### src/frw_pkg.sv
`timescale 1ns / 1ps
// ----------------------------------------------------------------------------
// frw_pkg
// Shared types and constants for the device frame rate watchdog.
// ----------------------------------------------------------------------------
package frw_pkg;

    localparam int CNT_W     = 8;
    localparam int CFG_IDX_W = 3;
    localparam int CFG_DAT_W = 8;
    localparam int GROUP_W   = 5;

    // group flag bit positions
    localparam int GRP_A      = 0;
    localparam int GRP_B      = 1;
    localparam int GRP_C      = 2;
    localparam int GRP_IMU    = 3;
    localparam int GRP_REMOTE = 4;

    // request kinds
    localparam logic REQ_TICK  = 1'b0;
    localparam logic REQ_FRAME = 1'b1;

    // register indexes on the config port
    typedef enum logic [CFG_IDX_W-1:0] {
        CFG_FAST_LIMIT = 3'd0,
        CFG_SLOW_LIMIT = 3'd1,
        CFG_MOTOR_MIN  = 3'd2,
        CFG_IMU_MIN    = 3'd3,
        CFG_IMU_CLEAR  = 3'd4,
        CFG_REMOTE_MIN = 3'd5
    } t_cfg_idx;

    localparam logic [CNT_W-1:0] RST_FAST_LIMIT = 8'd5;
    localparam logic [CNT_W-1:0] RST_SLOW_LIMIT = 8'd20;
    localparam logic [CNT_W-1:0] RST_MOTOR_MIN  = 8'd5;
    localparam logic [CNT_W-1:0] RST_IMU_MIN    = 8'd4;
    localparam logic [CNT_W-1:0] RST_IMU_CLEAR  = 8'd2;
    localparam logic [CNT_W-1:0] RST_REMOTE_MIN = 8'd5;

    localparam logic [CNT_W-1:0] CNT_MAX = 8'hFF;

    typedef struct packed {
        logic [CNT_W-1:0] fast_limit;
        logic [CNT_W-1:0] slow_limit;
        logic [CNT_W-1:0] motor_min;
        logic [CNT_W-1:0] imu_min;
        logic [CNT_W-1:0] imu_clear;
        logic [CNT_W-1:0] remote_min;
    } t_cfg;

endpackage

### src/frw_cfg_regs.sv
`timescale 1ns / 1ps
// ----------------------------------------------------------------------------
// frw_cfg_regs
// Window limits and frame thresholds, written through a plain write port.
// ----------------------------------------------------------------------------
module frw_cfg_regs (
    input  logic                           i_clk,
    input  logic                           i_rst_n,
    input  logic                           i_cfg_we,
    input  logic [frw_pkg::CFG_IDX_W-1:0]  i_cfg_index,
    input  logic [frw_pkg::CFG_DAT_W-1:0]  i_cfg_data,
    output frw_pkg::t_cfg                  o_cfg
);

    frw_pkg::t_cfg r_cfg;

    always_ff @(posedge i_clk) begin
        if (!i_rst_n) begin
            r_cfg.fast_limit <= frw_pkg::RST_FAST_LIMIT;
            r_cfg.slow_limit <= frw_pkg::RST_SLOW_LIMIT;
            r_cfg.motor_min  <= frw_pkg::RST_MOTOR_MIN;
            r_cfg.imu_min    <= frw_pkg::RST_IMU_MIN;
            r_cfg.imu_clear  <= frw_pkg::RST_IMU_CLEAR;
            r_cfg.remote_min <= frw_pkg::RST_REMOTE_MIN;
        end else if (i_cfg_we) begin
            unique case (frw_pkg::t_cfg_idx'(i_cfg_index))
                frw_pkg::CFG_FAST_LIMIT: r_cfg.fast_limit <= i_cfg_data;
                frw_pkg::CFG_SLOW_LIMIT: r_cfg.slow_limit <= i_cfg_data;
                frw_pkg::CFG_MOTOR_MIN:  r_cfg.motor_min  <= i_cfg_data;
                frw_pkg::CFG_IMU_MIN:    r_cfg.imu_min    <= i_cfg_data;
                frw_pkg::CFG_IMU_CLEAR:  r_cfg.imu_clear  <= i_cfg_data;
                frw_pkg::CFG_REMOTE_MIN: r_cfg.remote_min <= i_cfg_data;
                default: ;  // unused index, write dropped
            endcase
        end
    end

    assign o_cfg = r_cfg;

endmodule

### src/frw_core.sv
`timescale 1ns / 1ps
// ----------------------------------------------------------------------------
// frw_core
// Per-device frame counters, window tick counters and offline flags.
// ----------------------------------------------------------------------------
module frw_core #(
    parameter int GROUP_A_SIZE = 5,
    parameter int GROUP_B_SIZE = 3,
    parameter int GROUP_C_SIZE = 3,
    localparam int NUM_MOT = GROUP_A_SIZE + GROUP_B_SIZE + GROUP_C_SIZE,
    localparam int NUM_DEV = NUM_MOT + 2,
    localparam int DEV_W   = $clog2(NUM_DEV)
) (
    input  logic                          i_clk,
    input  logic                          i_rst_n,
    input  logic                          i_fire,
    input  logic                          i_req,
    input  logic [DEV_W-1:0]              i_dev,
    input  frw_pkg::t_cfg                 i_cfg,
    output logic [NUM_DEV-1:0]            o_flags,
    output logic [frw_pkg::GROUP_W-1:0]   o_groups
);

    localparam int IMU_IDX = NUM_MOT;
    localparam int REM_IDX = NUM_MOT + 1;
    localparam int B_LO    = GROUP_A_SIZE;
    localparam int C_LO    = GROUP_A_SIZE + GROUP_B_SIZE;

    logic [frw_pkg::CNT_W-1:0] r_fast;
    logic [frw_pkg::CNT_W-1:0] r_slow;
    logic [frw_pkg::CNT_W-1:0] r_counts [NUM_DEV];
    logic [NUM_DEV-1:0]        r_flags;

    logic [frw_pkg::CNT_W-1:0] n_fast;
    logic [frw_pkg::CNT_W-1:0] n_slow;
    logic [frw_pkg::CNT_W-1:0] n_counts [NUM_DEV];
    logic [NUM_DEV-1:0]        n_flags;

    logic [frw_pkg::CNT_W-1:0] fast_inc;
    logic [frw_pkg::CNT_W-1:0] slow_inc;
    logic                      is_tick;
    logic                      fast_end;
    logic                      slow_end;

    always_comb begin
        is_tick  = (i_req == frw_pkg::REQ_TICK);
        fast_inc = r_fast + 8'd1;
        slow_inc = r_slow + 8'd1;
        fast_end = is_tick && (fast_inc > i_cfg.fast_limit);
        slow_end = is_tick && (slow_inc > i_cfg.slow_limit);

        n_fast = r_fast;
        n_slow = r_slow;
        if (is_tick) begin
            n_fast = fast_end ? '0 : fast_inc;
            n_slow = slow_end ? '0 : slow_inc;
        end

        n_flags = r_flags;
        for (int i = 0; i < NUM_DEV; i++) begin
            n_counts[i] = r_counts[i];
            // frame arrival; out-of-range indexes match no lane
            if (!is_tick && i_dev == DEV_W'(i) && r_counts[i] != frw_pkg::CNT_MAX) begin
                n_counts[i] = r_counts[i] + 8'd1;
            end
            if (i < NUM_MOT && fast_end) begin
                n_flags[i]  = (r_counts[i] < i_cfg.motor_min);
                n_counts[i] = '0;
            end
        end

        if (slow_end) begin
            n_flags[IMU_IDX] = (r_counts[IMU_IDX] < i_cfg.imu_min);
            if (r_counts[IMU_IDX] > i_cfg.imu_clear) begin
                n_counts[IMU_IDX] = '0;
            end
            n_flags[REM_IDX]  = (r_counts[REM_IDX] < i_cfg.remote_min);
            n_counts[REM_IDX] = '0;
        end
    end

    always_ff @(posedge i_clk) begin
        if (!i_rst_n) begin
            r_fast  <= '0;
            r_slow  <= '0;
            r_flags <= '0;
            for (int i = 0; i < NUM_DEV; i++) begin
                r_counts[i] <= '0;
            end
        end else if (i_fire) begin
            r_fast  <= n_fast;
            r_slow  <= n_slow;
            r_flags <= n_flags;
            for (int i = 0; i < NUM_DEV; i++) begin
                r_counts[i] <= n_counts[i];
            end
        end
    end

    assign o_flags = n_flags;

    always_comb begin
        o_groups                      = '0;
        o_groups[frw_pkg::GRP_A]      = |n_flags[GROUP_A_SIZE-1:0];
        o_groups[frw_pkg::GRP_B]      = |n_flags[C_LO-1:B_LO];
        o_groups[frw_pkg::GRP_C]      = |n_flags[NUM_MOT-1:C_LO];
        o_groups[frw_pkg::GRP_IMU]    = n_flags[IMU_IDX];
        o_groups[frw_pkg::GRP_REMOTE] = n_flags[REM_IDX];
    end

    // a frame never changes the offline flags
    a_frame_keeps_flags: assert property (
        @(posedge i_clk) disable iff (!i_rst_n)
        (i_fire && i_req == frw_pkg::REQ_FRAME) |=> $stable(r_flags)
    ) else $error("offline flags changed on a frame transfer");

    // end of fast window clears motor counters
    a_fast_end_clears: assert property (
        @(posedge i_clk) disable iff (!i_rst_n)
        (i_fire && fast_end) |=> (r_counts[0] == '0 && r_fast == '0)
    ) else $error("motor count not cleared at fast window end");

    // window counters only move on a transfer
    a_counters_hold: assert property (
        @(posedge i_clk) disable iff (!i_rst_n)
        !i_fire |=> ($stable(r_fast) && $stable(r_slow))
    ) else $error("window counter moved without a transfer");

endmodule

### src/device_frame_rate_watchdog.sv
`timescale 1ns / 1ps
// ----------------------------------------------------------------------------
// device_frame_rate_watchdog
// Liveness monitor: counts frames per device over fast and slow tick windows
// and reports per-device and per-group offline flags after every transfer.
// ----------------------------------------------------------------------------
//  channel  | direction | handshake                 | payload
//  ---------+-----------+---------------------------+----------------------------
//  in       | input     | i_in_valid / o_in_stall   | i_req_type, i_device_index
//  out      | output    | o_out_valid / i_out_stall | o_device_offline,
//           |           |                           | o_group_offline
//  cfg      | input     | i_cfg_we                  | i_cfg_index, i_cfg_data
//
//  One item per clock sustained while the result is not stalled; an input
//  goes into the input register, then the state update lands in the result
//  register. Reset clears all counters and the offline flags in the core and
//  reloads the register defaults.
//  A stalled result holds the input register; o_in_stall rises only when the
//  input register is full and a full result register is stalled.
// ----------------------------------------------------------------------------
module device_frame_rate_watchdog #(
    parameter int GROUP_A_SIZE = 5,
    parameter int GROUP_B_SIZE = 3,
    parameter int GROUP_C_SIZE = 3,
    localparam int NUM_DEV = GROUP_A_SIZE + GROUP_B_SIZE + GROUP_C_SIZE + 2,
    localparam int DEV_W   = $clog2(NUM_DEV)
) (
    input  logic                          i_clk,
    input  logic                          i_rst_n,
    input  logic                          i_in_valid,
    output logic                          o_in_stall,
    input  logic                          i_req_type,
    input  logic [DEV_W-1:0]              i_device_index,
    output logic                          o_out_valid,
    input  logic                          i_out_stall,
    output logic [NUM_DEV-1:0]            o_device_offline,
    output logic [frw_pkg::GROUP_W-1:0]   o_group_offline,
    input  logic                          i_cfg_we,
    input  logic [frw_pkg::CFG_IDX_W-1:0] i_cfg_index,
    input  logic [frw_pkg::CFG_DAT_W-1:0] i_cfg_data
);

    frw_pkg::t_cfg cfg;

    logic                        r_in_valid;
    logic                        r_in_req;
    logic [DEV_W-1:0]            r_in_dev;
    logic                        r_out_valid;
    logic [NUM_DEV-1:0]          r_out_flags;
    logic [frw_pkg::GROUP_W-1:0] r_out_groups;

    logic                        out_free;
    logic                        fire;
    logic                        in_accept;
    logic [NUM_DEV-1:0]          n_flags;
    logic [frw_pkg::GROUP_W-1:0] n_groups;

    assign out_free   = !r_out_valid || !i_out_stall;
    assign fire       = r_in_valid && out_free;
    assign o_in_stall = r_in_valid && !out_free;
    assign in_accept  = i_in_valid && !o_in_stall;

    frw_cfg_regs u_cfg (
        .i_clk       (i_clk),
        .i_rst_n     (i_rst_n),
        .i_cfg_we    (i_cfg_we),
        .i_cfg_index (i_cfg_index),
        .i_cfg_data  (i_cfg_data),
        .o_cfg       (cfg)
    );

    frw_core #(
        .GROUP_A_SIZE (GROUP_A_SIZE),
        .GROUP_B_SIZE (GROUP_B_SIZE),
        .GROUP_C_SIZE (GROUP_C_SIZE)
    ) u_core (
        .i_clk    (i_clk),
        .i_rst_n  (i_rst_n),
        .i_fire   (fire),
        .i_req    (r_in_req),
        .i_dev    (r_in_dev),
        .i_cfg    (cfg),
        .o_flags  (n_flags),
        .o_groups (n_groups)
    );

    always_ff @(posedge i_clk) begin
        if (!i_rst_n) begin
            r_in_valid  <= 1'b0;
            r_out_valid <= 1'b0;
        end else begin
            if (in_accept) begin
                r_in_valid <= 1'b1;
            end else if (fire) begin
                r_in_valid <= 1'b0;
            end
            if (fire) begin
                r_out_valid <= 1'b1;
            end else if (!i_out_stall) begin
                r_out_valid <= 1'b0;
            end
        end
    end

    always_ff @(posedge i_clk) begin
        if (in_accept) begin
            r_in_req <= i_req_type;
            r_in_dev <= i_device_index;
        end
        if (fire) begin
            r_out_flags  <= n_flags;
            r_out_groups <= n_groups;
        end
    end

    assign o_out_valid      = r_out_valid;
    assign o_device_offline = r_out_flags;
    assign o_group_offline  = r_out_groups;

endmodule

### config.mk
export PLATFORM = sky130hd
export DESIGN_NAME = device_frame_rate_watchdog
export DESIGN_NICKNAME = d
export VERILOG_FILES = /design/src/frw_pkg.sv /design/src/frw_cfg_regs.sv /design/src/frw_core.sv /design/src/device_frame_rate_watchdog.sv
export SDC_FILE = /design/constraint.sdc
export NUM_CORES = 1
export LEC_CHECK = 0
export ABC_AREA = 1
export BUFFER_PORTS_ARGS = -buffer_cell sky130_fd_sc_hd__buf_4
export CORE_ASPECT_RATIO = 1.75
export CORE_UTILIZATION = 65
export DETAILED_ROUTE_END_ITERATION = 8
export PLACE_DENSITY_LB_ADDON = 0.15
export SKIP_CTS_REPAIR_TIMING = 1
export SLEW_MARGIN = 20
export SYNTH_ARGS = -nofsm -noshare
export SYNTH_HDL_FRONTEND = slang
export SYNTH_SLANG_ARGS = --single-unit
### constraint.sdc
create_clock -name i_clk -period 6.6 [get_ports i_clk]
set_clock_uncertainty 0.05 [all_clocks]
set_input_delay 1.98 -clock i_clk [delete_from_list [all_inputs] [get_ports i_clk]]
set_output_delay 1.98 -clock i_clk [all_outputs]
set_load 0.1 [all_outputs]
==> results.yml <==
placed_design:
  place_inst: 1629
  placedInstanceArea_sq_um: 12320
  portBuffers: 40
  dp_hpwl_um: 19280
  gp_congestion: 0.8457
floorplanning:
  dieArea_sq_um: 18790
  fp.dieH_um: 180.6
  initial_core_util_pct: 65.91
  num_rows: 65
  fp.dieW_um: 104.1
  pin_count: 41
  core-area_sq_um: 17970
finish:
  design_area_sq_um: 12970
  fin_cells: 1663
  syn_to_final_growth_pct: 9.505
  final_util_pct: 72.18
  antenna_cells: 0
  drive_above_1_share_pct: 6.018
  layout_commonest_cell: "nand2_1"
  layout_common_cells: "nand2_1 (268), inv_1 (174), nor2_1 (159)"
  nNetsFinal: 1567
sta:
  finalSetupViolations: 0
  worstMarginPinSlew_ps: 1026
  hold_viol_final: 0
  period_share_pct: 69.90
  rsz0062_at_grt: "false"
  fin_tns_setup_ps: 0
  slew_violations: 0
  finalCriticalPeriod_ps: 4613
  max-slew-margin-rel_pct: 31.56
  clock.fmax_mhz: 216.8
clocking:
  root_buffer: "clkbuf_16"
  clk_pin_slew_ps: 70
  cts_tree: "built"
  numCtsBuffers: 19
  cts_sinks: 204
  clock_latency_ps: 500
  clockBufferDepth: 3
  h-tree-depth: 1
worst_setup_path:
  cp_common_cell: "buf_4"
  cp.arrival_ps: 2580
  r2r_slack_ps: 2830
  path_class: "in -> out"
  crit_chain: "buf_4, nand2_1, nor2_1, buf_4"
  required_ps: 4570
  cp_num_buf_inv: 2
  cp_top_family: "buffers and inverters"
  critPathMaxStageDelay_ps: 310
  slowest_stage: "buf_4"
  cp-end-kind: "output port"
  startpoint_type: "primary input"
  worst-path-max-fanout: 3
routing:
  wirelength_um: 26680
  drcViolationCount: 0
  drt-vias-per-instance: 5.694
  avgRoutedWirePerCell_um: 16.05
  dr.pass1.iters: 5
  dr.first_iter.drc_count: 384
  vias: 9469
  drt.antenna.violating_nets: 0
logic_synthesis:
  ys_seq_area_share_pct: 45.04
  synth-compound-area-share_pct: 9.844
  syn_nets: 1534
  postSynthCellCount: 1383
  synth_mux_area_share_pct: 0.08450
  synth_xor_area_share_pct: 4.436
  synth_top_family_by_area: "simple AND/OR/NAND/NOR gates"
  ys_seq_elements: 204
  syn_area_sq_um: 11850
  ys_warn_count: 0
  yosysUniqueCellTypes: 34
  yosys.area_share.simple_pct: 20.09
  syn-mean-instance-area_sq_um: 8.566
  synth-adder-area-share_pct: 13.73
global_route:
  busiest_layer: "met2"
  overflow: 0
  grt_max_degree: 54
  use_met2_pct: 55.20
  grtUsageTotal_pct: 28.91
  grt_antenna_before_repair: 0
  use_met3_pct: 2.966
  grt_pass1_vias: 9340
  met1_usage_pct: 30.90
  grt_pass1_wl_um: 43410
pwr:
  leakagePower_nw: 5.652
  finalPower_w: 0.002988
  peakVddDrop_mv: 0.2274
  powerDensity_nw_per_um2: 230.3
status:
  status: "completed"
hold_path:
  hp-class: "reg -> reg"
run:
  maxCapViolCount: 0
-- routing by layer --
layer  vias up  wire length [um]
met5         -                 0
li1       4683                 -
met2       246             14200
met4         0              1366
met1      4462             10050
met3        78              1067
-- path summary, 6_finish.rpt --
check | startpoint | end | cells after the start
worst max register to register | u_core.r_fast[0]$_SDFFE_PN0P_ | u_core.r_counts[9][0]$_SDFFCE_PP0P_ | 12
worst max-delay path | i_out_stall | o_in_stall | 4
worst min-delay path | u_core.r_flags[1]$_SDFFE_PN0P_ | u_core.r_flags[1]$_SDFFE_PN0P_ | 2
worst min register to register | u_core.r_flags[1]$_SDFFE_PN0P_ | u_core.r_flags[1]$_SDFFE_PN0P_ | 2
-- synthesized netlist by cell type (all sizes together) --
library cell | number | area (sq um)
xor2 | 38 | 332.8
clkbuf | 14 | 52.55
buf | 16 | 86.33
o22ai | 2 | 12.51
dfxtp | 79 | 1582
nor3 | 20 | 100.1
nand4 | 16 | 100.1
a31oi | 1 | 6.260
o21a | 2 | 15.01
nor4 | 1 | 12.51
o21ai | 70 | 350.3
and2 | 2 | 12.51
edfxtp | 125 | 3754
inv | 177 | 664.4
nand2 | 270 | 1018
mux2i | 1 | 10.01
a21o | 3 | 22.52
nor3b | 16 | 120.1
nand3b | 2 | 15.01
nor2 | 166 | 655.6
a211oi | 6 | 45.04
xnor2 | 22 | 192.7
a21oi | 124 | 631.9
ha | 130 | 1627
o211ai | 10 | 75.07
nand3 | 69 | 345.3
o21bai | 1 | 7.510
-- state kept, by name (all words and copies together), names as in the netlist, 3 cells and up --
signal / count
u_core.r_counts: 104
u_cfg.o_cfg: 48
o_device_offline: 13
u_core.r_flags: 13
u_core.r_fast: 8
u_core.r_slow: 8
r_in_dev: 4
o_group_offline: 3
-- cell families after synthesis --
family | count (synthesis)
buffers and inverters | 207
muxes | 1
adders and majority gates | 130
xor gates and xnor gates | 60
DFF | 204
and+or+nand+nor | 562
AOI/OAI and AO/OA | 219
-- stage by stage --
| stage | setup slack (ps) | hold WS, ps |
|---|---|---|
| 6_report | 1987 | 403.9 |
| 5_1_grt | 1955 | 434.7 |
| 4_1_cts | 2000 | 403.2 |
| 3_5_place_dp | 2001 | 389.4 |
| 3_3_place_gp | 2014 | 386.3 |
| 2_1_floorplan | 1185 | 376.1 |
-- cell type report --
type | instances | area (sq um)
inverter | 177 | 664.4
clock buffer | 27 | 589.3
sequential | 204 | 5335
tap | 234 | 292.8
timing repair buffer | 42 | 315.3
multi-input combinational | 972 | 5713
fill | 1402 | 5001
clock inverter | 7 | 62.56
-- power by group --
part           switching [W]  internal (W)
combinational       0.000246      0.000123
sequential         0.0000565       0.00142
clock               0.000477      0.000665
-- worst register-to-register path, stage by stage (launching register included) --
cell	delay (ps)
dfxtp_1	420
ha_1	220
nand3_1	120
nand3b_1	190
xnor2_1	250
ha_1	280
nand2_1	80
nor2_1	60
a21oi_1	180
inv_1	100
a21oi_4	440
nor2_2	300
a21oi_1	710
No activity file was read; power rests on OpenSTA's default activity.
